**src/rtl/core/fpfa_pkg.sv**
```systemverilog
// ----------------------------------------------------------------------------
// Fixed-partition fit allocator package
// Shared widths, codes and types for the allocator core.
// ----------------------------------------------------------------------------
package fpfa_pkg;

    localparam int PARTITIONS = 64;
    localparam int SIZE_BITS  = 32;
    localparam int SLOT_W     = $clog2(PARTITIONS);
    localparam int CNT_W      = $clog2(PARTITIONS + 1);
    localparam int AMOUNT_W   = 32;
    localparam int CFG_IDX_W  = 1;
    localparam int CFG_DATA_W = 7;

    // Fit policies; the fourth code grants nothing.
    localparam logic [1:0] MODE_FIRST = 2'd0;
    localparam logic [1:0] MODE_BEST  = 2'd1;
    localparam logic [1:0] MODE_WORST = 2'd2;

    localparam logic ACT_LOAD    = 1'b0;
    localparam logic ACT_REQUEST = 1'b1;

    localparam logic [CFG_IDX_W-1:0] CFG_FIT_MODE  = 1'b0;
    localparam logic [CFG_IDX_W-1:0] CFG_PART_USE  = 1'b1;

    typedef enum logic [1:0] {
        ST_IDLE,
        ST_SCAN,
        ST_DRAIN,
        ST_FINISH
    } fsm_state_t;

    typedef struct packed {
        logic [1:0]       mode;
        logic [CNT_W-1:0] limit;
    } cfg_t;

    typedef struct packed {
        logic                 re;
        logic [SLOT_W-1:0]    raddr;
        logic                 we;
        logic [SLOT_W-1:0]    waddr;
        logic [SIZE_BITS-1:0] wdata;
    } ram_req_t;

endpackage

```
**src/rtl/core/fpfa_ram.sv**
```systemverilog
// ----------------------------------------------------------------------------
// Generic simple dual-port RAM
// One write port and one read port; read data is registered.
// ----------------------------------------------------------------------------
module fpfa_ram #(
    parameter int WIDTH = 32,
    parameter int DEPTH = 64,
    parameter int AW    = $clog2(DEPTH)
) (
    input  logic             clk,
    input  logic             we,
    input  logic [AW-1:0]    waddr,
    input  logic [WIDTH-1:0] wdata,
    input  logic             re,
    input  logic [AW-1:0]    raddr,
    output logic [WIDTH-1:0] rdata
);

    logic [WIDTH-1:0] mem [DEPTH];
    logic [WIDTH-1:0] rdata_reg;

    always_ff @(posedge clk)
    begin
        if (we)
        begin
            mem[waddr] <= wdata;
        end
        if (re)
        begin
            rdata_reg <= mem[raddr];
        end
    end

    assign rdata = rdata_reg;

endmodule

```
**src/rtl/core/fpfa_ctrl.sv**
```systemverilog
// ----------------------------------------------------------------------------
// Allocator sequencer
// Takes items, scans the size table one entry per cycle and writes back the
// cleared size of the granted partition.
// ----------------------------------------------------------------------------
module fpfa_ctrl
    import fpfa_pkg::*;
(
    input  logic                 clk,
    input  logic                 rst_n,
    input  logic                 start,
    input  logic                 action,
    input  logic [SLOT_W-1:0]    slot,
    input  logic [AMOUNT_W-1:0]  amount,
    input  logic                 end_of_batch,
    input  cfg_t                 cfg,
    output logic                 busy,
    output logic                 done,
    output logic                 granted,
    output logic [SLOT_W-1:0]    chosen_slot,
    output logic                 batch_done,
    output ram_req_t             ram_req,
    input  logic [SIZE_BITS-1:0] ram_rdata
);

    fsm_state_t state_reg, state_next;

    logic [SIZE_BITS-1:0]  amount_reg;
    logic                  eob_reg;
    logic [1:0]            mode_reg;
    logic [CNT_W-1:0]      lim_reg;
    logic [SLOT_W-1:0]     issue_idx_reg;
    logic [SLOT_W-1:0]     cmp_idx_reg;
    logic                  cmp_valid_reg;
    logic                  vld_q_reg;
    logic [PARTITIONS-1:0] valid_reg;
    logic                  found_reg;
    logic [SLOT_W-1:0]     pick_reg;
    logic [SIZE_BITS-1:0]  best_reg;
    logic                  done_reg;
    logic                  granted_reg;
    logic [SLOT_W-1:0]     chosen_reg;
    logic                  batch_reg;

    logic                  accept;
    logic                  req_accept;
    logic                  skip_scan;
    logic                  last_issue;
    logic [SIZE_BITS-1:0]  cand;
    logic                  take;

    assign accept     = start && (state_reg == ST_IDLE);
    assign req_accept = accept && (action == ACT_REQUEST);
    // An unused mode or an empty search range goes straight to the result.
    assign skip_scan  = (cfg.mode != MODE_FIRST && cfg.mode != MODE_BEST
                         && cfg.mode != MODE_WORST) || (cfg.limit == '0);
    assign last_issue = ({1'b0, issue_idx_reg} == lim_reg - CNT_W'(1));

    // Entries never loaded since reset read as size zero.
    assign cand = vld_q_reg ? ram_rdata : '0;
    assign take = cmp_valid_reg && (cand >= amount_reg) &&
                  (!found_reg ||
                   (mode_reg == MODE_BEST  && cand < best_reg) ||
                   (mode_reg == MODE_WORST && cand > best_reg));

    always_comb
    begin
        state_next = state_reg;
        case (state_reg)
            ST_IDLE:
            begin
                if (req_accept)
                begin
                    state_next = skip_scan ? ST_FINISH : ST_SCAN;
                end
            end
            ST_SCAN:
            begin
                if (last_issue)
                begin
                    state_next = ST_DRAIN;
                end
            end
            ST_DRAIN:  state_next = ST_FINISH;
            ST_FINISH: state_next = ST_IDLE;
            default:   state_next = ST_IDLE;
        endcase
    end

    always_comb
    begin
        busy          = (state_reg != ST_IDLE);
        ram_req.re    = (state_reg == ST_SCAN);
        ram_req.raddr = issue_idx_reg;
        ram_req.we    = 1'b0;
        ram_req.waddr = slot;
        ram_req.wdata = amount[SIZE_BITS-1:0];
        case (state_reg)
            ST_IDLE:
            begin
                ram_req.we = accept && (action == ACT_LOAD);
            end
            ST_FINISH:
            begin
                ram_req.we    = found_reg;
                ram_req.waddr = pick_reg;
                ram_req.wdata = '0;
            end
            default:
            begin
                ram_req.we = 1'b0;
            end
        endcase
    end

    always_ff @(posedge clk or negedge rst_n)
    begin
        if (!rst_n)
        begin
            state_reg     <= ST_IDLE;
            valid_reg     <= '0;
            cmp_valid_reg <= 1'b0;
            found_reg     <= 1'b0;
            done_reg      <= 1'b0;
        end
        else
        begin
            state_reg     <= state_next;
            cmp_valid_reg <= (state_reg == ST_SCAN);
            done_reg      <= (state_reg == ST_FINISH);
            if (accept && (action == ACT_LOAD))
            begin
                valid_reg[slot] <= 1'b1;
            end
            if (req_accept)
            begin
                found_reg <= 1'b0;
            end
            else if (take)
            begin
                found_reg <= 1'b1;
            end
        end
    end

    always_ff @(posedge clk)
    begin
        if (req_accept)
        begin
            amount_reg    <= amount[SIZE_BITS-1:0];
            eob_reg       <= end_of_batch;
            mode_reg      <= cfg.mode;
            lim_reg       <= cfg.limit;
            issue_idx_reg <= '0;
        end
        else if (state_reg == ST_SCAN)
        begin
            issue_idx_reg <= issue_idx_reg + SLOT_W'(1);
        end
        cmp_idx_reg <= issue_idx_reg;
        vld_q_reg   <= valid_reg[issue_idx_reg];
        if (take)
        begin
            pick_reg <= cmp_idx_reg;
            best_reg <= cand;
        end
        if (state_reg == ST_FINISH)
        begin
            granted_reg <= found_reg;
            chosen_reg  <= found_reg ? pick_reg : '0;
            batch_reg   <= eob_reg;
        end
    end

    assign done        = done_reg;
    assign granted     = granted_reg;
    assign chosen_slot = chosen_reg;
    assign batch_done  = batch_reg;

`ifndef SYNTH
    a_done_after_finish: assert property (@(posedge clk) disable iff (!rst_n)
        done_reg |-> $past(state_reg == ST_FINISH))
        else $error("result strobe without a finished search");

    a_no_rw_overlap: assert property (@(posedge clk) disable iff (!rst_n)
        !(ram_req.we && ram_req.re))
        else $error("table written during a scan");

    a_scan_in_range: assert property (@(posedge clk) disable iff (!rst_n)
        (state_reg == ST_SCAN) |-> ({1'b0, issue_idx_reg} < lim_reg))
        else $error("scan address beyond the search range");

    a_cmp_follows_read: assert property (@(posedge clk) disable iff (!rst_n)
        cmp_valid_reg |-> $past(ram_req.re))
        else $error("compare without a preceding table read");
`endif

endmodule

```
**src/rtl/core/fixed_partition_fit_allocator.sv**
```systemverilog
// ----------------------------------------------------------------------------
// Fixed-partition fit allocator
// Keeps a table of partition sizes and grants requests by first, best or
// worst fit.
//
// Channel   Direction  Handshake              Payload
// item      in         start & !busy          action, slot, amount, end_of_batch
// result    out        done (one cycle)       granted, chosen_slot, batch_done
// config    in         cfg_valid & cfg_ready  cfg_index, cfg_data
//
// A load gives no result. A request scans the table one entry per cycle
// through the single read port, over the first partitions_in_use entries
// with the count capped at the table depth; busy stays high through the
// scan, drain and finish states (only the finish state with an unused mode
// or with no partitions in use), and the result strobe is high in the first
// cycle with busy low. Reset clears all sizes to zero through per-entry
// valid bits, without writing the table. Results cannot be stalled.
// ----------------------------------------------------------------------------
module fixed_partition_fit_allocator
    import fpfa_pkg::*;
(
    input  logic                  clk,
    input  logic                  rst_n,
    input  logic                  start,
    output logic                  busy,
    input  logic                  action,
    input  logic [SLOT_W-1:0]     slot,
    input  logic [AMOUNT_W-1:0]   amount,
    input  logic                  end_of_batch,
    output logic                  done,
    output logic                  granted,
    output logic [SLOT_W-1:0]     chosen_slot,
    output logic                  batch_done,
    input  logic                  cfg_valid,
    output logic                  cfg_ready,
    input  logic [CFG_IDX_W-1:0]  cfg_index,
    input  logic [CFG_DATA_W-1:0] cfg_data
);

    logic [1:0]            mode_reg;
    logic [CFG_DATA_W-1:0] part_use_reg;
    cfg_t                  cfg;
    ram_req_t              ram_req;
    logic [SIZE_BITS-1:0]  ram_rdata;

    assign cfg_ready = 1'b1;

    always_ff @(posedge clk or negedge rst_n)
    begin
        if (!rst_n)
        begin
            mode_reg     <= MODE_FIRST;
            part_use_reg <= CFG_DATA_W'(PARTITIONS);
        end
        else if (cfg_valid && cfg_ready)
        begin
            case (cfg_index)
                CFG_FIT_MODE: mode_reg     <= cfg_data[1:0];
                CFG_PART_USE: part_use_reg <= cfg_data;
                default:      mode_reg     <= mode_reg;
            endcase
        end
    end

    // The search range saturates at the table depth.
    always_comb
    begin
        cfg.mode  = mode_reg;
        cfg.limit = (CNT_W'(part_use_reg) > CNT_W'(PARTITIONS)) ?
                    CNT_W'(PARTITIONS) : CNT_W'(part_use_reg);
    end

    fpfa_ctrl u_ctrl (
        .clk          (clk),
        .rst_n        (rst_n),
        .start        (start),
        .action       (action),
        .slot         (slot),
        .amount       (amount),
        .end_of_batch (end_of_batch),
        .cfg          (cfg),
        .busy         (busy),
        .done         (done),
        .granted      (granted),
        .chosen_slot  (chosen_slot),
        .batch_done   (batch_done),
        .ram_req      (ram_req),
        .ram_rdata    (ram_rdata)
    );

    fpfa_ram #(
        .WIDTH (SIZE_BITS),
        .DEPTH (PARTITIONS)
    ) u_size_ram (
        .clk   (clk),
        .we    (ram_req.we),
        .waddr (ram_req.waddr),
        .wdata (ram_req.wdata),
        .re    (ram_req.re),
        .raddr (ram_req.raddr),
        .rdata (ram_rdata)
    );

endmodule
```
**config.mk**
```make
export PLATFORM = sky130hd
export DESIGN_NAME = fixed_partition_fit_allocator
export DESIGN_NICKNAME = d
export VERILOG_FILES = /design/src/rtl/core/fpfa_pkg.sv /design/src/rtl/core/fpfa_ram.sv /design/src/rtl/core/fpfa_ctrl.sv /design/src/rtl/core/fixed_partition_fit_allocator.sv
export SDC_FILE = /design/constraint.sdc
export NUM_CORES = 2
export LEC_CHECK = 0
export ABC_AREA = 1
export BUFFER_PORTS_ARGS = -buffer_cell sky130_fd_sc_hd__buf_2
export CAP_MARGIN = 40
export CELL_PAD_IN_SITES_DETAIL_PLACEMENT = 1
export CELL_PAD_IN_SITES_GLOBAL_PLACEMENT = 2
export CORE_MARGIN = 2
export CORE_UTILIZATION = 49
export DETAILED_ROUTE_END_ITERATION = 16
export GPL_TIMING_DRIVEN = 1
export PLACE_DENSITY = 0.91
export SLEW_MARGIN = 40
export SYNTH_ARGS = -nofsm -noshare
export SYNTH_HDL_FRONTEND = slang
export SYNTH_SLANG_ARGS = --single-unit
```
**constraint.sdc**
```tcl
create_clock -name clk -period 7.86 [get_ports clk]
set_clock_uncertainty 0.05 [all_clocks]
set_input_delay 1.572 -clock clk [delete_from_list [all_inputs] [get_ports clk]]
set_output_delay 1.572 -clock clk [all_outputs]
set_load 0.005 [all_outputs]
```
# Word-level counts from Yosys, hierarchy flattened
# Memory sizes are Yosys's and may differ from the RTL's. A register that Yosys moved wholly into a read port is not among the register bits.
# Cells that the tools add are included.
# word_totals
register_bits	179
ramBits	2048
elab_cells	80
n_memories	1
# classes
addsub	2
n_lt_le_gt_ge	7
eq_ne	10
mux	16
bitwise	3
n_reduce_logical	22
# memory_table
name	depth	word_bits	read_ports	rd_ports_with_merged_regs	wr	line_no	source
u_size_ram.mem	64	32	1	1	1	fpfa_ram.sv:19	logic [WIDTH-1:0] mem [DEPTH];
# op_table
cell	n
$or 64x64->64	1
$mux 38	1
$ge 32x32->1	1
$gt 32x32->1	1
$lt 32x32->1	1
$mux 32	1
$lt 6x7->1 const B	2
$logic_and 1x1->1	10
$pmux 2 s4	1
$eq 6x7->1	1
$gt 7x7->1 const B	1
$logic_not 7->1	1
$mux 7	1
$sub 7x1->7 const B	1
$add 6x1->6 const B	1
$bmux 1 s6	1
$demux 1 s6	1
$eq 2x2->1 const B	3
$ge 6x1->1 const B	1
$mux 1	6
$mux 2	3
$reduce_and 2->1	3
$reduce_bool 2->1	3
$eq 2x1->1 const B	2
7 further kinds	12

# Logic depth before layout (Yosys ltp)
# logic_depth
word_depth	8
mapped_depth	18

# Hierarchy
# From an unflattened synthesis, not the netlist that was laid out.
# unflattened
hier_cells	7771
hier_area_um2	92244.7
# by_module_without_submodules
mod	n_inst	cells_per_inst	area_per_inst_um2	seq_area_each_um2
fpfa_ram	1	6769	83058.4	62459.9
fpfa_ctrl	1	948	8737.1	4629.4
fixed_partition_fit_allocator	1	54	449.2	226.5

# Least setup slack after synthesis
# No wires, ideal clock.
# synth_timing
path_type	input port to flip-flop
start	in start
end	mem u_size_ram.mem[0][0], enable pin
setup_time_ns	0.421
arrival_time_ns	3.797
t_required_ns	7.389
path_slack_ns	3.592
cell_stages	6
n_path_buf	0
cell_sequence	nand2_1 > nor2_2 > a21oi_1 > nor2_4 > nand4_1 > nor2_1
# synth_between
elab_chain_cells	5
# synth_rtl
item	line_no	source
start: declaration	fixed_partition_fit_allocator.sv:24	input logic start,
$logic_and 1x1->1	fpfa_ctrl.sv:52	assign accept = start && (state_reg == ST_IDLE);
$logic_and 1x1->1	fpfa_ctrl.sv:101	ram_req.we = accept && (action == ACT_LOAD);
$pmux 1 s2	fpfa_ctrl.sv:98	case (state_reg)
$mux 1	fpfa_ram.sv:24	if (we)
$mux 1 (implied by the code)	fpfa_ram.sv:26	mem[waddr] <= wdata;
end: declaration	fpfa_ram.sv:19	
# No other way between the ends.

==> summary by stage <==
Worst setup path
STA puts the critical path data required time at 8.53 ns. The depth of the most critical reg-to-reg path is 9. STA puts the critical path data arrival time at 4.85 ns. The launch point of the worst path is u_ctrl.issue_idx_reg[0].

STA classifies the critical path endpoint as a flip-flop. In this run the critical register-to-register path is launched from u_ctrl.issue_idx_reg[0]. The worst setup path category is reg2reg. STA classifies the critical path startpoint as a flip-flop.

The highest fanout seen on the critical path is 167.

Synth
Sorting the synthesized cells by area gives the leading types as edfxtp_1 (73%), o21ai_0 (5.9%), nor2_1 (4.9%). The share of the synthesized area in the top cell type is 0.725. Yosys mapped a number of flops with a built-in enable equal to 2168. Of all cell types, the one taking the most synthesized area is edfxtp_1.

The share of the Yosys chip area taken by registers is 0.750. The synthesized area is 89800 um^2. The most used flip-flop cell after synthesis is edfxtp_1.

Counting distinct cell types in the post-synthesis netlist gives 38. The cell count after synthesis came out at 6789. Synthesis inferred 2259 register bits. Yosys printed 0 warnings. The post-synthesis average cell area is 13.2 um^2.

The most frequent cell after synthesis is edfxtp_1. In the synthesized netlist, the cells that appear most often are edfxtp_1 (2168), nor2_1 (1171), o21ai_0 (1050). After synthesis, the share of flip-flops with an asynchronous set or reset is 0.0345. The post-synth net total is 6909.

CTS
The H-tree generated during clock tree synthesis spans 4 levels. In this run, post-CTS repair resized a total of 0 instances. The clock slew at the register clock pins of the worst setup and hold paths is 0.06 ns. The CTS buffer count is 220. The deepest clock path buffer count is 3.

In this run the post-CTS setup repair buffer count came out at 0. The CTS tree is done. The number of sinks handled by clock tree synthesis is 2259. At the later pin of the worst-skew pair, clock insertion delay measures 0.88 ns.

The cell sitting at the root of the clock tree is a clkbuf_16. Buffers inserted to repair hold after CTS numbered 0.

Global routing
The first global-routing pass estimated 431000 um of wire. Entering global routing, the biggest net connects 209 pins. The number of global-route vias before repair came to 62944. The total global routing overflow is 0.

The initial antenna violation count was 10. The aggregate global-route resource usage is 0.317.

Timing
Setup violations remaining at the end of the flow were counted as 0. For the pin with the worst max-slew slack, the measured transition is 0.930 ns. The worst path in the final design needs a cycle of 4.18 ns, including I/O delays and setup. After routing, the total negative slack on setup checks comes to 0 ns. The fraction of the cycle the final worst path needs is 0.532. The worst hold slack is 0.352 ns.

The final count of hold timing violations is 0. The number of max-slew violations in the final report is 0. Setup repair after global routing left no endpoint under its margin. The final worst setup slack is 3.68 ns. The maximum clock frequency is 239 MHz. Headroom to the max-slew limit came out at 0.380.

Die
In this run the horizontal extent of the chip is 432 um. During I/O placement, the number of pins put on the boundary was 63. Measured along the y axis, the die boundary spans 432 um.

The initial standard-cell utilization of the core is 0.492. The area of the die is 187000 um^2. The floorplan step defined a core boundary enclosing 182000 um^2.

The number of rows in the core area is 157.

Power
Power spread over the standard cell area amounts to 360 nW/um^2. Across the VDD grid, the largest voltage drop is 307 uV. Of the total power, combinational logic draws 0.319. Of the total power, the share spent switching nets is 0.381. The leakage power is 33.5 nW. For this design the total switching power over the nets is 14.0 mW. The internal power of the cells totals 22.7 mW. Of the total power, registers draw 0.397. The part of the power in the clock network is 0.284.

Route
The average routed wire per standard cell is 31.9 um. The detailed router put a total of 110000 um of wire on met1. For this run, design rule violations remaining after detail routing come to 0. The routed wire length on met3 is 30000 um. The routed design has 299000 um of wire. The per-cell via count in the routed design is 6.53. After detailed routing, no signal wire sits above met5. The antenna violation net count after detailed routing is 0. The sum of met2 wire segment lengths after detailed routing is 141000 um.

The detailed-routing iteration count for the pre-antenna-repair pass is 6. The count of routing violations after the opening detailed-route iteration is 8443. The total via count in the routed design is 61231.

Layout
The post-route cell area is 102000 um^2. The register with the most flip-flops in the layout has 2048 of them. The number of standard cells in the layout, taps in and fillers out is 9382. The layout has 17502 filler cells.

The area growth from synthesis to layout is 13.4%. In the final layout, the share of cells above drive strength 1 is 0.0971. The net count reported at finish is 6935.

Min path
The worst hold path begins at u_ctrl.cmp_idx_reg[3]. The kind of path behind the tightest hold check is reg2reg. Counting instances, the worst hold path has a depth of 0.

Place
The placed cell count is 8975. The placed instances occupy a cell area of 94700 um^2. At the end of routability-driven placement, the weighted congestion stood at 0.869. The estimated wirelength of the detail-placed design is 173000 um. The post-place setup slack is 2.90 ns.

Input and output buffers added on the ports amount to 61.

Run status
The run finished with clean final reports.

Job
The reported max-cap violation count is 0.
==> layout make-up <==
class	count	area [um^2]	area share
flip-flops and latches	2259	67300	0.662
inverters	234	920	0.00904
clock inverters	122	1150	0.0113
multi-input cells	3837	20100	0.197
repair buffers	263	3520	0.0346
diodes	3	7.51	0.0000738
clock buffers	279	5810	0.0571
well taps	2385	2980	0.0293
==> power groups by stage <==
stage                     Combinational (mW)  Clock (mW)  Sequential (mW)
after detailed placement                11.1           0             14.8
after floorplan                         6.53           0             14.6
final                                   11.7        10.4             14.5
after global routing                    12.3        10.9             14.6
after global placement                  10.4           0             14.8
after CTS                               11.3        10.5             14.5
==> cells in the final DEF, fill, tap and decap left out, types with 8 or more instances in the layout <==
| cell type | count |
|---|---|
| ha_1 | 66 |
| o211ai_1 | 57 |
| o21ai_0 | 1045 |
| o221ai_1 | 199 |
| dfrtp_1 | 77 |
| clkinv_1 | 50 |
| a21oi_1 | 130 |
| o21ai_1 | 62 |
| buf_2 | 60 |
| nor3_1 | 14 |
| buf_16 | 49 |
| buf_4 | 54 |
| o21bai_1 | 36 |
| nor2_1 | 1073 |
| nand3_1 | 241 |
| bufinv_16 | 18 |
| nand4_1 | 86 |
| clkbuf_1 | 54 |
| dfxtp_1 | 8 |
| o22ai_1 | 312 |
| buf_6 | 33 |
| buf_12 | 17 |
| nor2_4 | 99 |
| edfxtp_1 | 2168 |
| clkinv_2 | 35 |
| nand2_1 | 392 |
| inv_1 | 226 |
| buf_8 | 50 |
| clkbuf_16 | 223 |
==> per-layer routing <==
layer / up-vias / track usage
met5: - / 0
met4: 8 / 0.177
met3: 739 / 0.0620
met2: 3623 / 0.505
met1: 31520 / 0.411
li1: 25341 / -
==> cell families (layout without fill, tap and decap cells) <==
logic type      Yosys count  after routing  synth area share
xor+xnor                 10             10          0.000976
other cells               1              4         0.0000418
simple gates           1911           1911            0.0861
flops                  2259           2259             0.750
fa+ha+maj                68             68           0.00948
buf+inv                 693            898            0.0353
compound gates         1846           1846             0.118
mux                       1              1          0.000125
==> metrics by stage <==
stage | power [mW] | util
floorplan | 21.2 | -
global placement | 25.2 | 0.507
detailed placement | 25.9 | 0.519
CTS | 36.3 | 0.557
global route | 37.7 | 0.558
finish | 36.6 | 0.558
==> critical path, cell delays in order (launching register included) <==
cell and delay [ns]:
dfxtp_4 0.66, buf_12 0.55, buf_12 0.37, buf_16 0.39, o21ai_0 0.23, o221ai_1 0.30, nand3_1 0.37, nand3_1 0.28
nand3_1 0.28, nand2_1 0.16
==> worst paths after layout <==
kind,slack [ns],to
min reg2reg,0.35,u_ctrl.pick_reg[3]
min in group asynchronous,0.67,u_ctrl.done
min,0.35,u_ctrl.pick_reg[3]
max reg2reg,3.68,u_size_ram.rdata[1]
max in group asynchronous,6.58,part_use_reg[5]
max,3.68,u_size_ram.rdata[1]
Note: power is estimated with default switching activity, not from simulation.
